==> src/design/fsneh_pkg.sv <==
// Shared types and constants of the flow-shop NEH scheduler.
`default_nettype none

package fsneh_pkg;

    localparam int DEF_MAX_JOBS     = 32;
    localparam int DEF_MAX_MACHINES = 16;
    localparam int DEF_TIME_BITS    = 16;

    localparam int JOB_COUNT_W  = 6;
    localparam int MACH_COUNT_W = 5;
    localparam int CFG_DATA_W   = 6;
    localparam int CFG_IDX_W    = 2;
    localparam int JOB_INDEX_W  = 5;
    localparam int SPAN_OUT_W   = 22;

    localparam logic [SPAN_OUT_W-1:0] SPAN_MAX = 22'h3F_FFFF;

    localparam logic [CFG_IDX_W-1:0] REG_JOB_COUNT     = 2'd0;
    localparam logic [CFG_IDX_W-1:0] REG_MACHINE_COUNT = 2'd1;

    typedef enum logic [1:0] {
        OP_NONE,
        OP_WSUM,
        OP_SPAN
    } t_op;

    typedef enum logic [3:0] {
        S_IDLE,
        S_WSUM,
        S_WDRAIN,
        S_SORT,
        S_TRY,
        S_IDRAIN,
        S_INSERT,
        S_FINAL,
        S_FDRAIN,
        S_EMIT
    } t_state;

    typedef struct packed {
        t_op  op;
        logic load;
        logic init;
        logic first_m;
        logic last_m;
        logic first_n;
        logic eval_end;
        logic plain;
        logic insert;
        logic sort_en;
        logic emit;
        logic emit_last;
    } t_dp_cmd;

endpackage

`default_nettype wire

==> src/design/fsneh_ctrl.sv <==
// Sequencer of the NEH scheduler: configuration, loop counters and phase control.
`default_nettype none

module fsneh_ctrl #(
    parameter int MAX_JOBS     = fsneh_pkg::DEF_MAX_JOBS,
    parameter int MAX_MACHINES = fsneh_pkg::DEF_MAX_MACHINES,
    localparam int JW  = (MAX_JOBS > 1) ? $clog2(MAX_JOBS) : 1,
    localparam int MW  = (MAX_MACHINES > 1) ? $clog2(MAX_MACHINES) : 1,
    localparam int NCW = $clog2(MAX_JOBS + 1),
    localparam int MCW = $clog2(MAX_MACHINES + 1)
) (
    input  wire logic                             i_clk,
    input  wire logic                             i_rst_n,
    input  wire logic                             i_start,
    input  wire logic                             i_last_time,
    input  wire logic                             i_cfg_we,
    input  wire logic [fsneh_pkg::CFG_IDX_W-1:0]  i_cfg_index,
    input  wire logic [fsneh_pkg::CFG_DATA_W-1:0] i_cfg_data,
    output logic                                  o_busy,
    output fsneh_pkg::t_dp_cmd                    o_cmd,
    output logic [JW-1:0]                         o_n,
    output logic [MW-1:0]                         o_m,
    output logic [JW-1:0]                         o_s,
    output logic [JW-1:0]                         o_k,
    output logic [NCW-1:0]                        o_nj,
    output logic [MCW-1:0]                        o_nm
);
    import fsneh_pkg::*;

    t_state                   r_state, n_state;
    logic [JW-1:0]            r_n, n_n, r_s, n_s, r_k, n_k;
    logic [MW-1:0]            r_m, n_m;
    logic [JOB_COUNT_W-1:0]   r_job_count;
    logic [MACH_COUNT_W-1:0]  r_mach_count;
    logic [JW-1:0]            nj_last;
    logic [MW-1:0]            nm_last;
    logic                     m_last;
    t_dp_cmd                  cmd;

    // clamp the counts into the supported range
    always_comb begin
        if (r_job_count == '0) begin
            o_nj = NCW'(1);
        end else if ({1'b0, r_job_count} > (JOB_COUNT_W + 1)'(MAX_JOBS)) begin
            o_nj = NCW'(MAX_JOBS);
        end else begin
            o_nj = NCW'(r_job_count);
        end
        if (r_mach_count == '0) begin
            o_nm = MCW'(1);
        end else if ({1'b0, r_mach_count} > (MACH_COUNT_W + 1)'(MAX_MACHINES)) begin
            o_nm = MCW'(MAX_MACHINES);
        end else begin
            o_nm = MCW'(r_mach_count);
        end
    end

    assign nj_last = JW'(o_nj - NCW'(1));
    assign nm_last = MW'(o_nm - MCW'(1));
    assign m_last  = (r_m == nm_last);

    always_ff @(posedge i_clk) begin
        if (!i_rst_n) begin
            r_state      <= S_IDLE;
            r_n          <= '0;
            r_m          <= '0;
            r_s          <= '0;
            r_k          <= '0;
            r_job_count  <= JOB_COUNT_W'(1);
            r_mach_count <= MACH_COUNT_W'(1);
        end else begin
            r_state <= n_state;
            r_n     <= n_n;
            r_m     <= n_m;
            r_s     <= n_s;
            r_k     <= n_k;
            if (i_cfg_we) begin
                unique case (i_cfg_index)
                    REG_JOB_COUNT:     r_job_count  <= JOB_COUNT_W'(i_cfg_data);
                    REG_MACHINE_COUNT: r_mach_count <= MACH_COUNT_W'(i_cfg_data);
                    default: ;
                endcase
            end
        end
    end

    always_comb begin
        n_state = r_state;
        n_n     = r_n;
        n_m     = r_m;
        n_s     = r_s;
        n_k     = r_k;
        cmd     = '0;
        cmd.op  = OP_NONE;
        unique case (r_state)
            S_IDLE: begin
                if (i_start) begin
                    cmd.load = 1'b1;
                    if (i_last_time) begin
                        cmd.init = 1'b1;
                        n_state  = S_WSUM;
                        n_n      = '0;
                        n_m      = '0;
                    end
                end
            end
            S_WSUM: begin
                cmd.op      = OP_WSUM;
                cmd.first_m = (r_m == '0);
                cmd.last_m  = m_last;
                if (m_last) begin
                    n_m = '0;
                    if (r_n == nj_last) begin
                        n_state = S_WDRAIN;
                    end else begin
                        n_n = r_n + JW'(1);
                    end
                end else begin
                    n_m = r_m + MW'(1);
                end
            end
            S_WDRAIN: begin
                n_n     = '0;
                n_state = S_SORT;
            end
            S_SORT: begin
                cmd.sort_en = 1'b1;
                if (r_n == nj_last) begin
                    n_n     = '0;
                    n_m     = '0;
                    n_s     = '0;
                    n_k     = '0;
                    n_state = S_TRY;
                end else begin
                    n_n = r_n + JW'(1);
                end
            end
            S_TRY: begin
                cmd.op       = OP_SPAN;
                cmd.first_m  = (r_m == '0);
                cmd.last_m   = m_last;
                cmd.first_n  = (r_n == '0);
                cmd.eval_end = m_last && (r_n == r_k);
                if (m_last) begin
                    n_m = '0;
                    if (r_n == r_k) begin
                        n_n = '0;
                        if (r_s == r_k) begin
                            n_s     = '0;
                            n_state = S_IDRAIN;
                        end else begin
                            n_s = r_s + JW'(1);
                        end
                    end else begin
                        n_n = r_n + JW'(1);
                    end
                end else begin
                    n_m = r_m + MW'(1);
                end
            end
            S_IDRAIN: begin
                n_state = S_INSERT;
            end
            S_INSERT: begin
                cmd.insert = 1'b1;
                n_n = '0;
                n_m = '0;
                n_s = '0;
                if (r_k == nj_last) begin
                    n_state = S_FINAL;
                end else begin
                    n_k     = r_k + JW'(1);
                    n_state = S_TRY;
                end
            end
            S_FINAL: begin
                cmd.op       = OP_SPAN;
                cmd.plain    = 1'b1;
                cmd.first_m  = (r_m == '0);
                cmd.last_m   = m_last;
                cmd.first_n  = (r_n == '0);
                cmd.eval_end = m_last && (r_n == nj_last);
                if (m_last) begin
                    n_m = '0;
                    if (r_n == nj_last) begin
                        n_n     = '0;
                        n_state = S_FDRAIN;
                    end else begin
                        n_n = r_n + JW'(1);
                    end
                end else begin
                    n_m = r_m + MW'(1);
                end
            end
            S_FDRAIN: begin
                n_state = S_EMIT;
            end
            S_EMIT: begin
                cmd.emit      = 1'b1;
                cmd.emit_last = (r_n == nj_last);
                if (r_n == nj_last) begin
                    n_n     = '0;
                    n_state = S_IDLE;
                end else begin
                    n_n = r_n + JW'(1);
                end
            end
            default: begin
                n_state = S_IDLE;
            end
        endcase
    end

    assign o_busy = (r_state != S_IDLE);
    assign o_cmd  = cmd;
    assign o_n    = r_n;
    assign o_m    = r_m;
    assign o_s    = r_s;
    assign o_k    = r_k;

`ifndef SYNTHESIS
    a_last_beat_busy: assert property (@(posedge i_clk) disable iff (!i_rst_n)
        (i_start && !o_busy && i_last_time) |=> o_busy)
        else $error("final beat did not start the search");
    a_slot_in_range: assert property (@(posedge i_clk) disable iff (!i_rst_n)
        (r_state == S_TRY) |-> (r_s <= r_k && r_n <= r_k))
        else $error("trial slot or position beyond partial sequence");
    a_no_work_idle: assert property (@(posedge i_clk) disable iff (!i_rst_n)
        !o_busy |-> (cmd.op == OP_NONE && !cmd.emit && !cmd.insert))
        else $error("datapath command issued while idle");
`endif

endmodule

`default_nettype wire

==> config.mk <==
export PLATFORM = sky130hd
export DESIGN_NAME = fsneh_ctrl
export DESIGN_NICKNAME = d
export VERILOG_FILES = /design/src/design/fsneh_pkg.sv /design/src/design/fsneh_ctrl.sv
export SDC_FILE = /design/constraint.sdc
export NUM_CORES = 1
export LEC_CHECK = 0
export ABC_AREA = 1
export ABC_CLOCK_PERIOD_IN_PS = 2500
export BUFFER_PORTS_ARGS = -buffer_cell sky130_fd_sc_hd__buf_2
export CORE_AREA = 2 2 106 108
export CTS_BUF_LIST = sky130_fd_sc_hd__clkbuf_8
export CTS_CLUSTER_SIZE = 40
export DETAILED_ROUTE_END_ITERATION = 10
export DIE_AREA = 0 0 108 110
export PLACE_DENSITY = 0.45
export SYNTH_ARGS = -nofsm -noshare
export SYNTH_HDL_FRONTEND = slang
export SYNTH_SLANG_ARGS = --single-unit
==> constraint.sdc <==
create_clock -name i_clk -period 2.5 [get_ports i_clk]
set_input_delay 0.5 -clock i_clk [delete_from_list [all_inputs] [get_ports i_clk]]
set_output_delay 0.5 -clock i_clk [all_outputs]
set_load 0.01 [all_outputs]
==> results_dict.tcl, run 1 <==
set metrics [dict create \
    grt.total_usage_pct 14.1 \
    ff_latch_area_um2 697 \
    firstDrtPassIters 5 \
    synthCells 419 \
    overflow 0 \
    cts_tree "built" \
    fillers 1192 \
    rrSetupSlack_ns 0.13 \
    antenna_cells 0 \
    finalHoldViolCount 0 \
    powerDensity_nw_per_um2 789 \
    h-tree-depth 2 \
    portBuffers 56 \
    syn_nets 440 \
    cts_root_buf "clkbuf_8" \
    endpoint_kind "output pin" \
    fin_cells 651 \
    design.core.area_um2 10700 \
    violations "negative setup slack" \
    ys_seq_elements 34 \
    worstSkewPairLatency_ns 0.30 \
    grt_max_degree 21 \
    crit_type "flop to output pin" \
    synthesis.area_um2 2610 \
    finClkSkew_ns 0.00654 \
    antenna_found_initial 0 \
    tightest_slew_ns 0.739 \
    synth_top_family_by_area "simple AND/OR/NAND/NOR gates" \
    wl_per_cell_um 12.5 \
    dieArea_um2 11900 \
    grt_pass1_wl_um 13200 \
    ys_seq_area_share_pct 26.0 \
    power_leakage_nw 1.82 \
    worstSetupStartpointType "flop" \
    yosys.area_share.simple_pct 40.5 \
    synthXorXnorAreaFrac_pct 8.33 \
    dieWidth_um 108 \
    cp.arrival_ns 2.21 \
    die_y_um 110 \
    critPathMaxFanout 3 \
    clk_pin_slew_worst_paths_ns 0.07 \
    dp_hpwl_um 6220 \
    setup_viol 2 \
    crit_required_ns 2.00 \
    place_congestion 0.835 \
    slew_viol_final 0 \
    rows 38 \
    finalCritPeriodShare_pct 108 \
    syn_to_final_growth_pct 40.6 \
    status "complete, but fails checks" \
    place_inst 630 \
    hold_path.class "input port to flop" \
    start_util_pct 24.4 \
    synth_compound_area_share_pct 10.2 \
    synth.distinct_cells 33 \
    drt-initial-drc-count 133 \
    synth_adder_area_share_pct 3.83 \
    fin_nets 531 \
    numCtsBuffers 5 \
    muxShareOfSynthArea_pct 0 \
    fmaxAchievable_mhz 370 \
    worst_slack_ns -0.206 \
    multi_input_area_um2 1880 \
    io_pins 57 \
    final_core_util_pct 34.4 \
    postCtsHoldBufs 0 \
    grt_pass1_vias 2827 \
    tns_ns -0.362 \
    max_slew_margin_pct 50.2 \
    grt_setup_unrepaired "yes" \
    cts.sink_count 34 \
    whs_ns 0.429 \
    max-cap-violations 0 \
    via_per_inst 4.45 \
    ir_drop_mv 0.356 \
    drc 0 \
    cts_buffer_depth 2 \
    drtAntennaViolNets 0 \
    vias 2896 \
    finalCriticalPeriod_ns 2.71 \
    routed_wl_um 8110 \
    yosysWarnings 0 \
    layout-drive-gt1-share_pct 35.6 \
    syn_avg_cell_area_um2 6.24 \
]
## final cells by class
class | instances | share of cell area (%)
Multi-Input combinational cell | 315 | 51.2
Sequential cell | 34 | 19.0
Timing Repair Buffer | 94 | 15.9
Inverter | 60 | 6.20
Tap cell | 140 | 4.77
Clock buffer | 5 | 1.87
Clock inverter | 3 | 1.09
## cells in the final DEF, fill, tap and decap left out, types with 2 or more instances in the layout
cell type  netlist  final
buf_6            2      4
a21oi_1         32     25
dfxtp_2          0      7
nor2_1          59     52
nand3_2          2      9
nand3b_4         1      2
ha_1             8      6
o21ai_0         13     11
o21ai_2          2      2
o21ai_1          1      3
nand3_1         40     32
nor2_2           4      5
inv_1           53     51
inv_2            6      7
clkbuf_8         0      5
dfxtp_4          0      2
buf_2            2     55
buf_4            1     35
nor2_4           3      9
nor3_1           5      5
xnor2_1          3      2
ha_4             0      2
nor4_1           2      2
clkinv_2         0      2
xor2_1          20     20
nand2_1         98     88
dfxtp_1         34     25
nand4_1          4      4
nand2_4          4      8
a21oi_2          0      7
nand2_2          7     12
## flip-flops by register name, indices dropped and copies added (netlist names)
| name | cells |
|---|---|
| r_mach_count | 5 |
| o_k | 5 |
| o_s | 5 |
| r_job_count | 6 |
| r_state | 4 |
| o_n | 5 |
| o_m | 4 |
## worst max-delay path: stages (launching register included)
cell      delay [ns]
dfxtp_2         0.34
nor2_4          0.12
nand3_2         0.09
nand2_2         0.08
inv_2           0.05
ha_4            0.17
inv_2           0.05
nand2_2         0.06
nand2_4         0.07
xor2_2          0.14
nand3_2         0.11
nor2_4          0.17
nand2_4         0.06
a211oi_2        0.22
buf_2           0.17
## path summary, 6_finish.rpt
kind	startpoint	end	cells after the start
hold / removal	i_cfg_data[0]	r_mach_count[0]$_SDFFE_PN1P_	3
setup / recovery	r_job_count[1]$_SDFFE_PN0P_	o_cmd[5]	14
hold reg to reg	r_mach_count[1]$_SDFFE_PN0P_	r_mach_count[1]$_SDFFE_PN0P_	2
setup reg to reg	r_job_count[1]$_SDFFE_PN0P_	r_state[1]$_SDFFE_PN0P_	20
## Yosys cell counts
| cell type | number | area share, % |
|---|---|---|
| buf_2 | 2 | 0.38 |
| inv_1 | 53 | 7.6 |
| nand3_2 | 2 | 0.77 |
| nor3_1 | 5 | 0.96 |
| nand4_1 | 4 | 0.96 |
| o22ai_2 | 1 | 0.48 |
| nor2_1 | 59 | 8.5 |
| ha_1 | 8 | 3.8 |
| buf_4 | 1 | 0.29 |
| buf_6 | 2 | 0.86 |
| xnor2_1 | 3 | 1.0 |
| inv_2 | 6 | 0.86 |
| dfxtp_1 | 34 | 26 |
| o21ai_2 | 2 | 0.67 |
| nand3_1 | 40 | 7.7 |
| nand2_4 | 4 | 1.7 |
| or2_2 | 1 | 0.24 |
| nand3b_4 | 1 | 0.77 |
| or3_1 | 1 | 0.24 |
| a211oi_1 | 1 | 0.29 |
| clkinv_1 | 1 | 0.14 |
| clkbuf_1 | 6 | 0.86 |
| nand2_1 | 98 | 14 |
| o21ai_0 | 13 | 2.5 |
| xor2_2 | 1 | 0.62 |
| nor4_1 | 2 | 0.48 |
| nor2_4 | 3 | 1.3 |
| a21oi_1 | 32 | 6.1 |
| nand3b_1 | 1 | 0.29 |
| nand2_2 | 7 | 1.7 |
| xor2_1 | 20 | 6.7 |
| nor2_2 | 4 | 0.96 |
| o21ai_1 | 1 | 0.19 |
## what timing repair did
action	CTS	global route
cloned	0	1
setup endpoints to repair	3	26
buffers inserted	10	2
gates resized for setup	28	43
pin swaps	19	25
## per-layer routing
layer  up-vias  track usage [%]  share of wire [%]
li1       1514                -                  -
met2        68             23.2                 44
met1      1300             17.9                 48
met5         -                0                  0
met4         0             5.77                2.5
met3        14             3.06                4.7
## through the flow
step,power (mW),setup WS (ns),cell area (um2)
floorplan,1.66,0.0687,2620
global placement,2.08,-0.0705,3210
detailed placement,2.08,-0.0805,3210
CTS,2.70,-0.247,3480
global route,3.15,-0.315,3670
finish,2.90,-0.206,3670
## cells by family after synthesis
family	Yosys count
adders and majority gates	8
AOI/OAI and AO/OA	50
DFF	34
and+or+nand+nor	232
xor gates and xnor gates	24
buffers and inverters	71
## where the power goes
part	internal, mW	switching (mW)	total [mW]
combinational	0.649	1.03	1.68
sequential	0.612	0.0893	0.702
clock	0.294	0.227	0.520
Note: power is estimated with default switching activity, not from simulation.
==> run 2: changes to the inputs <==
RECOVER_POWER = 25   (was not set)
SETUP_SLACK_MARGIN = 0.05   (was not set)
==> run 2 against run 1 <==
Against the previous run:
- the run still ends with negative setup slack left
- global-route usage unchanged
- total power up 5.1%
- flip-flop and latch count unchanged
- register-to-register slack about the same
- non-clock buffer count unchanged
- wire length up 0.60%
- critical path type unchanged
- largest cell class unchanged
- largest power group unchanged
==> results_dict.tcl, run 2 (synthesis gave the netlist of run 1 again) <==
set metrics [dict create \
    status "complete, but fails checks" \
    violations "negative setup slack" \
    dieWidth_um 108 \
    clk_pin_slew_worst_paths_ns 0.07 \
    vias 2911 \
    design.core.area_um2 10700 \
    grt_setup_unrepaired "yes" \
    p_int_mw 1.62 \
    finalCriticalPeriod_ns 2.70 \
    postCtsHoldBufs 0 \
    finalCritPeriodShare_pct 108 \
    antenna_found_initial 0 \
    ir_drop_mv 0.362 \
    setup_viol 2 \
    cts_root_buf "clkbuf_8" \
    drt-initial-drc-count 98 \
    grt.total_usage_pct 14.1 \
    portBuffers 56 \
    routed_wl_um 8160 \
    via_per_inst 4.47 \
    die_y_um 110 \
    power_frac_comb_pct 59.8 \
    start_util_pct 24.4 \
    rrSetupSlack_ns 0.12 \
    syn_to_final_growth_pct 43.2 \
    p_sw_share_pct 46.9 \
    power_leakage_nw 1.78 \
    fin_nets 531 \
    firstDrtPassIters 4 \
    fmaxAchievable_mhz 370 \
    dp_hpwl_um 6220 \
    worstSkewPairLatency_ns 0.30 \
    largest_register "r_job_count" \
    cp.arrival_ns 2.20 \
    cts_tree "built" \
    grt_pass1_vias 2827 \
    final_common_cell "nand2_1" \
    worstSetupStartpointType "flop" \
    max_slew_margin_pct 37.9 \
    hold_path.class "input port to flop" \
    cts_buffer_depth 2 \
    drtAntennaViolNets 0 \
    rows 38 \
    max-cap-violations 0 \
    p_clk_share_pct 17.2 \
    antenna_cells 0 \
    wl_per_cell_um 12.5 \
    crit_required_ns 2.00 \
    finalPower_mw 3.05 \
    cts.sink_count 34 \
    largest_reg_flops 6 \
    layout-drive-gt1-share_pct 35.2 \
    finClkSkew_ns 0.00621 \
    numCtsBuffers 5 \
    tns_ns -0.347 \
    place_congestion 0.835 \
    grt_max_degree 21 \
    slew_viol_final 0 \
    worst_slack_ns -0.203 \
    seqPwrFrac_pct 23.0 \
    p_sw_mw 1.43 \
    tightest_slew_ns 0.932 \
    endpoint_kind "output pin" \
    drc 0 \
    finalHoldViolCount 0 \
    layout_common_cells "82 x nand2_1, 52 x nor2_1, 51 x inv_1" \
    critPathMaxFanout 3 \
    overflow 0 \
    dieArea_um2 11900 \
    grt_pass1_wl_um 13200 \
    powerDensity_nw_per_um2 814 \
    crit_type "flop to output pin" \
    fillers 1195 \
    io_pins 57 \
    h-tree-depth 2 \
]
[run 2: cell type report]
class	count	area, um2	share of cell area (%)
clock buffer	5	68.8	1.84
multi-input combinational	315	1960	52.5
timing repair buffer	94	572	15.3
sequential	34	696	18.6
tap	140	175	4.68
clock inverter	3	40.0	1.07
inverter	60	228	6.08
[run 2: metal layers]
layer	vias to the layer above	GRT usage, %	part of all wire, %
li1	1512	-	-
met1	1319	17.9	47
met2	66	23.2	45
met3	14	3.06	4.9
met4	0	5.77	2.5
met5	-	0	0
[run 2: path summary, 6_finish.rpt]
check	cells past startpoint	endpoint	from
max	14	o_cmd[5]	r_job_count[1]$_SDFFE_PN0P_
min	3	r_mach_count[0]$_SDFFE_PN1P_	i_cfg_data[0]
max reg2reg	20	r_state[1]$_SDFFE_PN0P_	r_job_count[1]$_SDFFE_PN0P_
min reg2reg	2	r_mach_count[1]$_SDFFE_PN0P_	r_mach_count[1]$_SDFFE_PN0P_
[run 2: stage by stage]
stage	instance area (um2)	std cells	util (%)	setup WS (ns)	hold slack (ns)
2_1_floorplan	2620	419	-	0.0687	0.445
3_3_place_gp	3210	630	30.0	-0.0705	0.474
3_5_place_dp	3210	630	30.0	-0.0805	0.472
4_1_cts	3480	648	32.5	-0.247	0.428
5_1_grt	3740	651	35.0	-0.299	0.449
6_report	3740	651	35.0	-0.203	0.429
[run 2: worst max-delay path, cell delays in order (launching register included)]
cell      delay, ns
dfxtp_2        0.34
nor2_4         0.12
nand3_2        0.09
nand2_2        0.08
inv_2          0.05
ha_4           0.17
inv_2          0.05
nand2_2        0.06
nand2_4        0.07
xor2_2         0.14
nand3_2        0.10
nor2_4         0.17
nand2_4        0.06
a211oi_2       0.23
buf_2          0.18
[run 2: power by group through the flow]
stage | Clock [mW] | Sequential [mW] | Combinational [mW]
floorplan | 0 | 0.713 | 0.948
global placement | 0 | 0.712 | 1.36
detailed placement | 0 | 0.711 | 1.37
CTS | 0.531 | 0.701 | 1.46
global route | 0.552 | 0.713 | 2.04
finish | 0.524 | 0.702 | 1.82
[run 2: repair_timing]
item / 4_1_cts / 5_1_grt
endpoints found under the setup margin: 3 / 26
pin swaps: 19 / 33
gates cloned: 0 / 1
gates resized for setup: 28 / 62
buffers inserted: 10 / 2
